===== config.mk =====
export PLATFORM = sky130hd
export DESIGN_NAME = lru_cache_protected_evict_top
export DESIGN_NICKNAME = d
export VERILOG_FILES = /design/src/sv/lce_pkg.sv /design/src/sv/lce_cell.sv /design/src/sv/lce_ctrl.sv /design/src/sv/lru_cache_protected_evict_top.sv
export SDC_FILE = /design/constraint.sdc
export NUM_CORES = 2
export LEC_CHECK = 0
export BUFFER_PORTS_ARGS = -buffer_cell sky130_fd_sc_hd__buf_2
export CORE_MARGIN = 3
export CORE_UTILIZATION = 51
export CTS_CLUSTER_DIAMETER = 60
export DETAILED_ROUTE_END_ITERATION = 6
export GPL_ROUTABILITY_DRIVEN = 0
export PLACE_DENSITY = 0.67
export SLEW_MARGIN = 20
export SYNTH_ARGS = -nofsm -noshare
export SYNTH_HDL_FRONTEND = slang
export SYNTH_SLANG_ARGS = --single-unit

===== constraint.sdc =====
create_clock -name clk -period 93.8 [get_ports clk]
set_input_delay 18.76 -clock clk [delete_from_list [all_inputs] [get_ports clk]]
set_output_delay 18.76 -clock clk [all_outputs]
set_load 0.02 [all_outputs]

===== src/sv/lce_pkg.sv =====
// Shared types and constants for the protected-eviction LRU cache tag engine.
// Depends on nothing; every other file imports it.
package lce_pkg;

    localparam int ENTRIES = 32;
    localparam int IDX_W   = $clog2(ENTRIES);
    localparam int CNT_W   = $clog2(ENTRIES + 1);
    localparam int KEY_W   = 32;
    localparam int STAMP_W = 32;
    localparam int CAP_W   = 6;
    localparam int OCC_W   = 6;
    localparam logic [CAP_W-1:0] CAP_RESET = CAP_W'(32);

    // Operation codes carried in the command beat.
    typedef enum logic [2:0] {
        OP_LOOKUP  = 3'd0,
        OP_INSERT  = 3'd1,
        OP_EVICT   = 3'd2,
        OP_SET_DRT = 3'd3,
        OP_CLR_DRT = 3'd4,
        OP_FLUSH   = 3'd5,
        OP_CLEAR   = 3'd6
    } op_t;

    typedef enum logic [1:0] {
        ST_IDLE,
        ST_SCAN,
        ST_APPLY,
        ST_FINISH
    } state_t;

    typedef struct packed {
        logic               valid;
        logic [KEY_W-1:0]   key;
        logic               dirty;
        logic               pinned;
        logic [STAMP_W-1:0] stamp;
    } entry_t;

    localparam entry_t ENTRY_EMPTY = '0;

    typedef struct packed {
        logic [2:0]       opcode;
        logic [KEY_W-1:0] node_key;
        logic             pin_entry;
    } cmd_t;

    typedef struct packed {
        logic             hit;
        logic             done_ok;
        logic             write_back;
        logic             victim_valid;
        logic [KEY_W-1:0] out_key;
        logic             last_result;
        logic [OCC_W-1:0] occupancy;
    } rsp_t;

endpackage


===== src/sv/lce_cell.sv =====
// One slot of the entry chain: holds an entry and takes its right neighbor's on shift.
// Depends on lce_pkg.
module lce_cell (
    input  logic            clk,
    input  logic            rst_n,
    input  logic            shift,
    input  lce_pkg::entry_t right_in,
    output lce_pkg::entry_t q
);
    import lce_pkg::*;

    logic   valid_reg;
    entry_t data_reg;

    // The valid mark is control state and is cleared by reset.
    always_ff @(posedge clk or negedge rst_n)
    begin
        if (!rst_n)
        begin
            valid_reg <= 1'b0;
        end
        else if (shift)
        begin
            valid_reg <= right_in.valid;
        end
    end

    // Key, marks and stamp are payload.
    always_ff @(posedge clk)
    begin
        if (shift)
        begin
            data_reg <= right_in;
        end
    end

    always_comb
    begin
        q       = data_reg;
        q.valid = valid_reg;
    end

endmodule


===== src/sv/lce_ctrl.sv =====
// Sequencer of the cache engine: rotates the cell chain, inspects the head entry,
// feeds the tail and produces result beats. Depends on lce_pkg.
module lce_ctrl (
    input  logic                         clk,
    input  logic                         rst_n,
    input  logic                         start,
    input  lce_pkg::cmd_t                cmd,
    output logic                         busy,
    input  logic                         cfg_we,
    input  logic [lce_pkg::CAP_W-1:0]    cfg_data,
    input  lce_pkg::entry_t              head,
    input  lce_pkg::entry_t              second,
    output logic                         shift,
    output lce_pkg::entry_t              tail,
    output logic                         rsp_valid,
    output lce_pkg::rsp_t                rsp
);
    import lce_pkg::*;

    localparam logic [IDX_W-1:0] LAST = IDX_W'(ENTRIES - 1);

    state_t             state_reg, state_next;
    logic [IDX_W-1:0]   j_reg, j_next;
    logic [2:0]         op_reg;
    logic [KEY_W-1:0]   key_reg;
    logic               pin_reg;
    logic               found_reg, found_next;
    logic               mdirty_reg, mdirty_next;
    logic               best_vld_reg, best_vld_next;
    logic [IDX_W-1:0]   best_idx_reg, best_idx_next;
    logic [STAMP_W-1:0] best_stamp_reg, best_stamp_next;
    logic [KEY_W-1:0]   best_key_reg, best_key_next;
    logic               best_dirty_reg, best_dirty_next;
    logic               pend_vld_reg, pend_vld_next;
    logic [KEY_W-1:0]   pend_key_reg, pend_key_next;
    logic [CNT_W-1:0]   count_reg, count_next;
    logic [STAMP_W-1:0] stamp_reg, stamp_next;
    logic [CAP_W-1:0]   cap_reg;
    logic               rsp_valid_reg, rsp_valid_next;
    rsp_t               rsp_reg, rsp_next;

    logic               accept;
    logic               hmatch;
    logic               room;
    logic [CNT_W-1:0]   cap_eff;
    logic               is_flush;
    logic [CNT_W-1:0]   flush_occ;
    entry_t             new_entry;

    assign accept    = start && (state_reg == ST_IDLE);
    assign busy      = (state_reg != ST_IDLE);
    assign shift     = (state_reg == ST_SCAN) || (state_reg == ST_APPLY);
    assign rsp_valid = rsp_valid_reg;
    assign rsp       = rsp_reg;

    // Effective capacity is the register clamped to one through the entry count.
    always_comb
    begin
        if (cap_reg == '0)
        begin
            cap_eff = CNT_W'(1);
        end
        else if (int'(cap_reg) > ENTRIES)
        begin
            cap_eff = CNT_W'(ENTRIES);
        end
        else
        begin
            cap_eff = CNT_W'(cap_reg);
        end
    end

    assign room      = (count_reg < cap_eff);
    assign hmatch    = head.valid && (head.key == key_reg);
    assign is_flush  = (op_reg == OP_FLUSH) || (op_reg == OP_CLEAR);
    assign flush_occ = (op_reg == OP_CLEAR) ? '0 : count_reg;

    always_comb
    begin
        new_entry        = ENTRY_EMPTY;
        new_entry.valid  = 1'b1;
        new_entry.key    = key_reg;
        new_entry.pinned = pin_reg;
        new_entry.stamp  = stamp_reg;
    end

    // Next state.
    always_comb
    begin
        state_next = state_reg;
        unique case (state_reg)
            ST_IDLE:
            begin
                if (start)
                begin
                    state_next = ST_SCAN;
                end
            end
            ST_SCAN:
            begin
                if (j_reg == LAST)
                begin
                    state_next = (op_reg == OP_INSERT) ? ST_APPLY : ST_FINISH;
                end
            end
            ST_APPLY:
            begin
                if (j_reg == LAST)
                begin
                    state_next = ST_FINISH;
                end
            end
            ST_FINISH:
            begin
                state_next = ST_IDLE;
            end
            default:
            begin
                state_next = ST_IDLE;
            end
        endcase
    end

    // Datapath, tail feed and result beats.
    always_comb
    begin
        j_next          = (j_reg == LAST) ? '0 : j_reg + IDX_W'(1);
        found_next      = found_reg;
        mdirty_next     = mdirty_reg;
        best_vld_next   = best_vld_reg;
        best_idx_next   = best_idx_reg;
        best_stamp_next = best_stamp_reg;
        best_key_next   = best_key_reg;
        best_dirty_next = best_dirty_reg;
        pend_vld_next   = pend_vld_reg;
        pend_key_next   = pend_key_reg;
        count_next      = count_reg;
        stamp_next      = stamp_reg;
        rsp_valid_next  = 1'b0;
        rsp_next        = '0;
        tail            = head;

        unique case (state_reg)
            ST_IDLE:
            begin
                j_next        = '0;
                found_next    = 1'b0;
                best_vld_next = 1'b0;
                pend_vld_next = 1'b0;
            end
            ST_SCAN:
            begin
                if (hmatch)
                begin
                    found_next  = 1'b1;
                    mdirty_next = head.dirty;
                end
                // Oldest unprotected entry; strict compare keeps the lowest slot on a tie.
                if (head.valid && !head.pinned &&
                    (!best_vld_reg || (head.stamp < best_stamp_reg)))
                begin
                    best_vld_next   = 1'b1;
                    best_idx_next   = j_reg;
                    best_stamp_next = head.stamp;
                    best_key_next   = head.key;
                    best_dirty_next = head.dirty;
                end
                // Each dirty entry is held until the next one is found so the final one can carry the last mark.
                if (is_flush && head.valid && head.dirty)
                begin
                    if (pend_vld_reg)
                    begin
                        rsp_valid_next       = 1'b1;
                        rsp_next.done_ok     = 1'b1;
                        rsp_next.write_back  = 1'b1;
                        rsp_next.out_key     = pend_key_reg;
                        rsp_next.occupancy   = OCC_W'(flush_occ);
                    end
                    pend_vld_next = 1'b1;
                    pend_key_next = head.key;
                end
                unique case (op_reg)
                    OP_LOOKUP:
                    begin
                        if (hmatch)
                        begin
                            tail.stamp = stamp_reg;
                        end
                    end
                    OP_INSERT:
                    begin
                        if (hmatch)
                        begin
                            tail.stamp  = stamp_reg;
                            tail.pinned = pin_reg;
                        end
                    end
                    OP_EVICT:
                    begin
                        // From the hit onward the chain closes the gap.
                        if (found_reg || hmatch)
                        begin
                            tail = (j_reg == LAST) ? ENTRY_EMPTY : second;
                        end
                    end
                    OP_SET_DRT, OP_CLR_DRT:
                    begin
                        if (hmatch)
                        begin
                            tail.dirty = (op_reg == OP_SET_DRT);
                        end
                    end
                    OP_FLUSH:
                    begin
                        tail.dirty = 1'b0;
                    end
                    OP_CLEAR:
                    begin
                        tail = ENTRY_EMPTY;
                    end
                    default:
                    begin
                        tail = head;
                    end
                endcase
            end
            ST_APPLY:
            begin
                // New key goes to the first free slot or over the victim.
                if (!found_reg)
                begin
                    if (room && ({1'b0, j_reg} == CNT_W'(count_reg)))
                    begin
                        tail = new_entry;
                    end
                    else if (!room && best_vld_reg && (j_reg == best_idx_reg))
                    begin
                        tail = new_entry;
                    end
                end
            end
            ST_FINISH:
            begin
                rsp_valid_next       = 1'b1;
                rsp_next.last_result = 1'b1;
                unique case (op_reg)
                    OP_LOOKUP, OP_SET_DRT, OP_CLR_DRT:
                    begin
                        rsp_next.hit     = found_reg;
                        rsp_next.done_ok = found_reg;
                        if (found_reg && (op_reg == OP_LOOKUP))
                        begin
                            stamp_next = stamp_reg + STAMP_W'(1);
                        end
                    end
                    OP_INSERT:
                    begin
                        if (found_reg)
                        begin
                            rsp_next.hit     = 1'b1;
                            rsp_next.done_ok = 1'b1;
                            stamp_next       = stamp_reg + STAMP_W'(1);
                        end
                        else if (room)
                        begin
                            rsp_next.done_ok = 1'b1;
                            count_next       = count_reg + CNT_W'(1);
                            stamp_next       = stamp_reg + STAMP_W'(1);
                        end
                        else if (best_vld_reg)
                        begin
                            rsp_next.done_ok      = 1'b1;
                            rsp_next.write_back   = best_dirty_reg;
                            rsp_next.victim_valid = 1'b1;
                            rsp_next.out_key      = best_key_reg;
                            stamp_next            = stamp_reg + STAMP_W'(1);
                        end
                    end
                    OP_EVICT:
                    begin
                        if (found_reg)
                        begin
                            rsp_next.hit        = 1'b1;
                            rsp_next.done_ok    = 1'b1;
                            rsp_next.write_back = mdirty_reg;
                            rsp_next.out_key    = key_reg;
                            count_next          = count_reg - CNT_W'(1);
                        end
                    end
                    OP_FLUSH, OP_CLEAR:
                    begin
                        rsp_next.done_ok    = 1'b1;
                        rsp_next.write_back = pend_vld_reg;
                        rsp_next.out_key    = pend_vld_reg ? pend_key_reg : '0;
                        if (op_reg == OP_CLEAR)
                        begin
                            count_next = '0;
                        end
                    end
                    default:
                    begin
                        rsp_next.done_ok = 1'b0;
                    end
                endcase
                rsp_next.occupancy = OCC_W'(count_next);
            end
            default:
            begin
                tail = head;
            end
        endcase
    end

    // Control registers.
    always_ff @(posedge clk or negedge rst_n)
    begin
        if (!rst_n)
        begin
            state_reg     <= ST_IDLE;
            j_reg         <= '0;
            found_reg     <= 1'b0;
            best_vld_reg  <= 1'b0;
            pend_vld_reg  <= 1'b0;
            count_reg     <= '0;
            stamp_reg     <= '0;
            cap_reg       <= CAP_RESET;
            rsp_valid_reg <= 1'b0;
        end
        else
        begin
            state_reg     <= state_next;
            j_reg         <= j_next;
            found_reg     <= found_next;
            best_vld_reg  <= best_vld_next;
            pend_vld_reg  <= pend_vld_next;
            count_reg     <= count_next;
            stamp_reg     <= stamp_next;
            rsp_valid_reg <= rsp_valid_next;
            if (cfg_we)
            begin
                cap_reg <= cfg_data;
            end
        end
    end

    // Payload registers.
    always_ff @(posedge clk)
    begin
        if (accept)
        begin
            op_reg  <= cmd.opcode;
            key_reg <= cmd.node_key;
            pin_reg <= cmd.pin_entry;
        end
        mdirty_reg     <= mdirty_next;
        best_idx_reg   <= best_idx_next;
        best_stamp_reg <= best_stamp_next;
        best_key_reg   <= best_key_next;
        best_dirty_reg <= best_dirty_next;
        pend_key_reg   <= pend_key_next;
        rsp_reg        <= rsp_next;
    end

    a_count_bound: assert property (@(posedge clk) disable iff (!rst_n)
        count_reg <= CNT_W'(ENTRIES))
        else $error("entry count exceeds the number of slots");

    a_finish_beat: assert property (@(posedge clk) disable iff (!rst_n)
        (state_reg == ST_FINISH) |=> (rsp_valid && rsp.last_result && !busy))
        else $error("finish did not produce the closing beat");

    a_start_scan: assert property (@(posedge clk) disable iff (!rst_n)
        accept |=> ((state_reg == ST_SCAN) && (j_reg == '0)))
        else $error("accepted command did not start a scan");

endmodule


===== src/sv/lru_cache_protected_evict_top.sv =====
// Each command runs a scan pass as the cell chain rotates once past the head; insert
// follows it with an apply pass. A closing state then produces the last result beat.
// A new command is accepted only while idle; busy drops when the last result beat appears.
// Flush and clear give one beat per dirty entry, or a single closing beat if none is dirty.
// Reset empties the cache, zeroes the stamp counter and sets the capacity to 32.
// Results cannot be stalled. Depends on lce_pkg, lce_cell and lce_ctrl.
module lru_cache_protected_evict_top (
    input  logic                      clk,
    input  logic                      rst_n,
    input  logic                      start,
    input  lce_pkg::cmd_t             cmd,
    output logic                      busy,
    input  logic                      cfg_we,
    input  logic [lce_pkg::CAP_W-1:0] cfg_data,
    output logic                      rsp_valid,
    output lce_pkg::rsp_t             rsp
);
    import lce_pkg::*;

    entry_t chain [ENTRIES];
    entry_t tail;
    logic   shift;

    // Ring of cells; the last one is fed by the sequencer.
    for (genvar i = 0; i < ENTRIES; i++)
    begin : g_cell
        if (i == ENTRIES - 1)
        begin : g_end
            lce_cell u_cell (
                .clk      (clk),
                .rst_n    (rst_n),
                .shift    (shift),
                .right_in (tail),
                .q        (chain[i])
            );
        end
        else
        begin : g_mid
            lce_cell u_cell (
                .clk      (clk),
                .rst_n    (rst_n),
                .shift    (shift),
                .right_in (chain[i+1]),
                .q        (chain[i])
            );
        end
    end

    lce_ctrl u_ctrl (
        .clk       (clk),
        .rst_n     (rst_n),
        .start     (start),
        .cmd       (cmd),
        .busy      (busy),
        .cfg_we    (cfg_we),
        .cfg_data  (cfg_data),
        .head      (chain[0]),
        .second    (chain[1]),
        .shift     (shift),
        .tail      (tail),
        .rsp_valid (rsp_valid),
        .rsp       (rsp)
    );

endmodule

# == Word level (Yosys, flattened, before mapping) ==
# Cells that the tools add are included.
# Widths: inputs -> output; s select.
# word_totals
register_bits,2381
inputBits,46
out_inout_bits,45
# classes
addsub,4
magnitude_cmp,3
eq_ne,21
n_mux,63
bitwise,2
n_reduce_logical,35
# op_table
op,n
$mux 67,5
$mux 32,8
$pmux 67 s2,1
$pmux 32 s2,2
$pmux 32 s4,1
$pmux 32 s3,1
$mux 34,2
$pmux 33 s2,1
$mux 6,8
$mux 35,1
$mux 33,1
$add 32x1->32 const B,1
$eq 32x32->1,1
$lt 32x32->1,1
$pmux 6 s3,1
$pmux 1 s3,4
$pmux 6 s2,1
$reduce_and 2->1,6
$mux 1,11
$logic_and 1x1->1,10
$mux 2,5
$mux 5,2
$ne 2x2->1 const B,5
$eq 3x3->1 const B,3
31 further kinds,46

# == Longest topological paths before layout ==
# logic_depth
depth_word,11
mapped_depth,12
mapped_depth_nobuf,10

# == Modules after synthesis ==
# From an unflattened synthesis, not the netlist that was laid out.
# unflattened
cells_unflattened,3502
area_unflattened_um2,77882.2
# modules_own_cells
mod,instances,cells_per_inst,area_per_inst_um2
lce_cell,32,69,2029.4
lce_ctrl,1,1294,12939.9

# == Worst setup path after synthesis ==
# OpenSTA, ideal clock, no wires.
# synth_timing
kind,reg-to-reg
from,register u_ctrl.state_reg[0]
to,"register g_cell[31].g_end.u_cell.data_reg, in the netlist g_cell[31].g_end.u_cell.q[19], data pin"
setup_ns,0.261
t_arrival_ns,53.314
t_required_ns,93.539
setup_slack_ns,40.225
path_stages_with_launch,9
synth_period_minus_slack_ns,53.575
cell_sequence,dfrtp_1 > inv_1 > ha_1 > inv_1 > a21oi_4 > o311ai_1 > buf_6 > buf_6 > a221o_1
# synth_rtl
element,line_no,source
from (decl),lce_ctrl.sv:22,"state_t state_reg, state_next;"
from (signal assigned),lce_ctrl.sv:331,state_reg <= state_next;
to (signal assigned),lce_cell.sv:33,data_reg <= right_in;
to (decl),lce_cell.sv:13,entry_t data_reg;

# == Worst setup path in the final report ==
# layout_timing
from,register u_ctrl.state_reg[1]
to,output port busy
# layout_between
elab_chain_len,1
# layout_rtl
element,line_no,source
$reduce_bool 2->1,lce_ctrl.sv:51,assign busy = (state_reg != ST_IDLE);
to (decl),lru_cache_protected_evict_top.sv:12,"output logic busy,"
# Every way passes these cells.

==> run summary <==
Sequential share of the synthesized area: 92.0%
First-pass DRT Iterations: 6
Initial DRC count: 3202
R2R cell count: 7
Clk Latency, worst-skew pair: 0.82 ns
Period utilisation layout: 22.1%
Clock sinks: 2381
Max-Cap Viols: 0
Mapped Area: 76800 um^2
Sequential share of power: 62.3%
Critical path class: flip-flop to output pin
Area leader, netlist: edfxtp_1
Post-synth top flop: edfxtp_1
Initial Utilization: 51.7%
Final Hold Slack: 0.377 ns
Tightest Pin Transition: 1.27 ns
Worst path bufs/invs: 3
H-tree levels: 4
Number of flops mapped to enable cells by yosys: 2251
P&R area growth vs syn: 13.2%
Reg-to-reg critical path startpoint: u_ctrl.state_reg[1]
Layout cell share with drive strength beyond 1: 13.0%
P_int: 2.61 mW
Post-synthesis async set-or-reset flop share: 3.65%
Met1 wire length: 55400 um
GR Overflow Total: 0
Worst setup EP type: output pin
Leading cell type by number of instances after synthesis: edfxtp_1
Hold_sp: g_cell[5].g_mid.u_cell.q[15]
YS warnings: 0
Slew Viols, Final: 0
Clock group share of total power: 23.7%
Post-Place Cells: 5357
WHS Path Cells: 0
CP delay by family, top: buffers and inverters
Core ar.: 149000 um^2
Remaining antenna violation count: 0
Final Hold Vio Count: 0
Setup Viol. Count Final: 0
Cts repair resizes: 0
Layout Skew: 0.0645 ns
DIE HEIGHT: 394 um
Crit Reg-Reg Endpoint: g_cell[4].g_mid.u_cell.q[20]
End of the worst hold path: g_cell[4].g_mid.u_cell.q[15]
Cells along the critical path: inv_1, ha_4, inv_1, buf_2
Critical path peak fanout: 9
Setup TNS: 0 ns
Vias in the first global route: 29700
Top Layer Used: met4
CTS clk-pin slew, worst paths: 0.06 ns
VDD IR max: 0.0524 mV
Tot GR Track Use: 15.4%
Max Freq: 48.2 MHz
Switch Pwr: 0.979 mW
RSZ-0062 raised after global routing: false
Largest net degree at the start of global routing: 221
Final std cells w/o fill: 5771
WP data arrival: 1.97 ns
Met3 routed WL: 9560 um
Vias per Instance: 5.27
CP peak stage delay: 0.39 ns
#FFs+latches synth: 2381
Bufs on Longest Clock Path: 3
Synth top area share: 88.1%
Routed WL per cell: 20.5 um
Remaining DRCs: 0
Status: finished clean
DP Wirelength: 65100 um
Design Power: 3.59 mW
Net Sw Frac: 27.3%
WL final: 118000 um
Synth top cells by count: edfxtp_1, nand2_1, dfrtp_1
Power per cell area: 41.3 nW/um^2
Post-layout minimum cycle time: 20.73 ns
Die ar.: 155000 um^2
Std-Cell Rows: 141
DR vias: 30400
First-pass GRT wire length: 182000 um
Hold Path Class: flip-flop to flip-flop
Num ports: 91
Relative slew slack: 14.2%
Slowest-stage cell, CP: dfrtp_1
Worst Path Required: 75.04 ns
Avg Synthesized Cell Area: 23.2 um^2
Initial antenna violation count: 11
Number of flip-flops under the largest register name: 2046
Total leakage power: 30.0 nW
Leading post-synthesis cells by cell area: edfxtp_1, dfrtp_1, dfxtp_1
Most used cell along the critical path: inv_1
WL met2: 49600 um
Crit start category: flip-flop
Reg2Reg Setup Slack: 87.73 ns
Cells after Synth: 3302
Die W: 394 um
CTS tree: yes
Cts bufs inserted: 217
Syn_nets: 3393
Hold Buf Count CTS: 0
Final nets: 3666
Clock root buffer: clkbuf_16
Post-CTS Setup Repair Bufs: 0
PortBufs: 90
Combinational power share: 14.1%
Netlist cell types: 74
## logic make-up after synthesis
logic type      count (synthesis)  share of synthesized area (%)
buf+inv                       129                          0.658
compound gates                283                           2.88
mux                            41                          0.606
simple gates                  346                           2.23
xor+xnor                       77                          0.878
fa+ha+maj                      45                          0.733
flops                        2381                           92.0
## layout by cell type (no fill, tap or decap), types with 30 or more instances in the layout
master,n
nand2_1,135
a221o_1,63
dfrtp_1,86
buf_2,89
dfxtp_1,43
nand3_1,47
mux2_2,37
a222oi_1,31
a21boi_0,32
o21ai_0,55
ha_1,44
xor2_1,33
clkbuf_16,222
xnor2_1,44
clkinv_1,37
clkbuf_1,67
edfxtp_1,2251
nor2_1,33
inv_1,56
clkinv_2,30
and2_1,34
## metal layers
layer / GRT usage (%) / up-vias
met4: 5.73 / 0
met3: 4.20 / 242
met2: 20.1 / 965
met1: 24.7 / 15500
met5: 0 / -
li1: - / 13700
## worst reg2reg max path, stage by stage, from the launching register on
cell and delay, ns:
dfrtp_1 0.39, inv_1 0.12, ha_4 0.66, buf_12 0.76, buf_4 0.96, buf_12 0.78
buf_4 1.07, buf_4 0.88
## cell type report
class	instances	area, um^2
flip-flops and latches	2381	70600
fillers	10500	61600
clock buffers	304	6010
multi-input cells	792	5710
well taps	2002	2500
clock inverters	104	1010
repair buffers	126	817
inverters	57	214
diodes	5	12.5
## worst max-delay path by stage
| stage | start | to | cells past startpoint |
|---|---|---|---|
| finish | u_ctrl.state_reg[1] | busy | 4 |
| global route | u_ctrl.state_reg[1] | busy | 4 |
| CTS | u_ctrl.state_reg[1] | busy | 4 |
| detailed placement | start | u_ctrl.key_reg[18] | 3 |
| global placement | start | u_ctrl.key_reg[18] | 3 |
| floorplan | u_ctrl.state_reg[0] | g_cell[31].g_end.u_cell.q[19] | 8 |
## power by group through the flow
stage / clock (mW) / sequential (mW) / combinational, mW
after floorplan: 0 / 3.79 / 0.361
after global placement: 0 / 2.25 / 0.498
after detailed placement: 0 / 2.25 / 0.511
after CTS: 0.874 / 2.26 / 0.508
after global routing: 0.916 / 2.30 / 0.559
final: 0.851 / 2.24 / 0.505
## stage by stage
step | setup slack [ns] | instance area [um^2] | util (%)
after floorplan | 40.22 | 76800 | -
after global placement | 73.52 | 79800 | 53.7
after detailed placement | 73.46 | 79800 | 53.7
after CTS | 73.06 | 86900 | 58.5
after global routing | 72.98 | 86900 | 58.5
final | 73.07 | 86900 | 58.5
(Power assumes the default switching activity.)
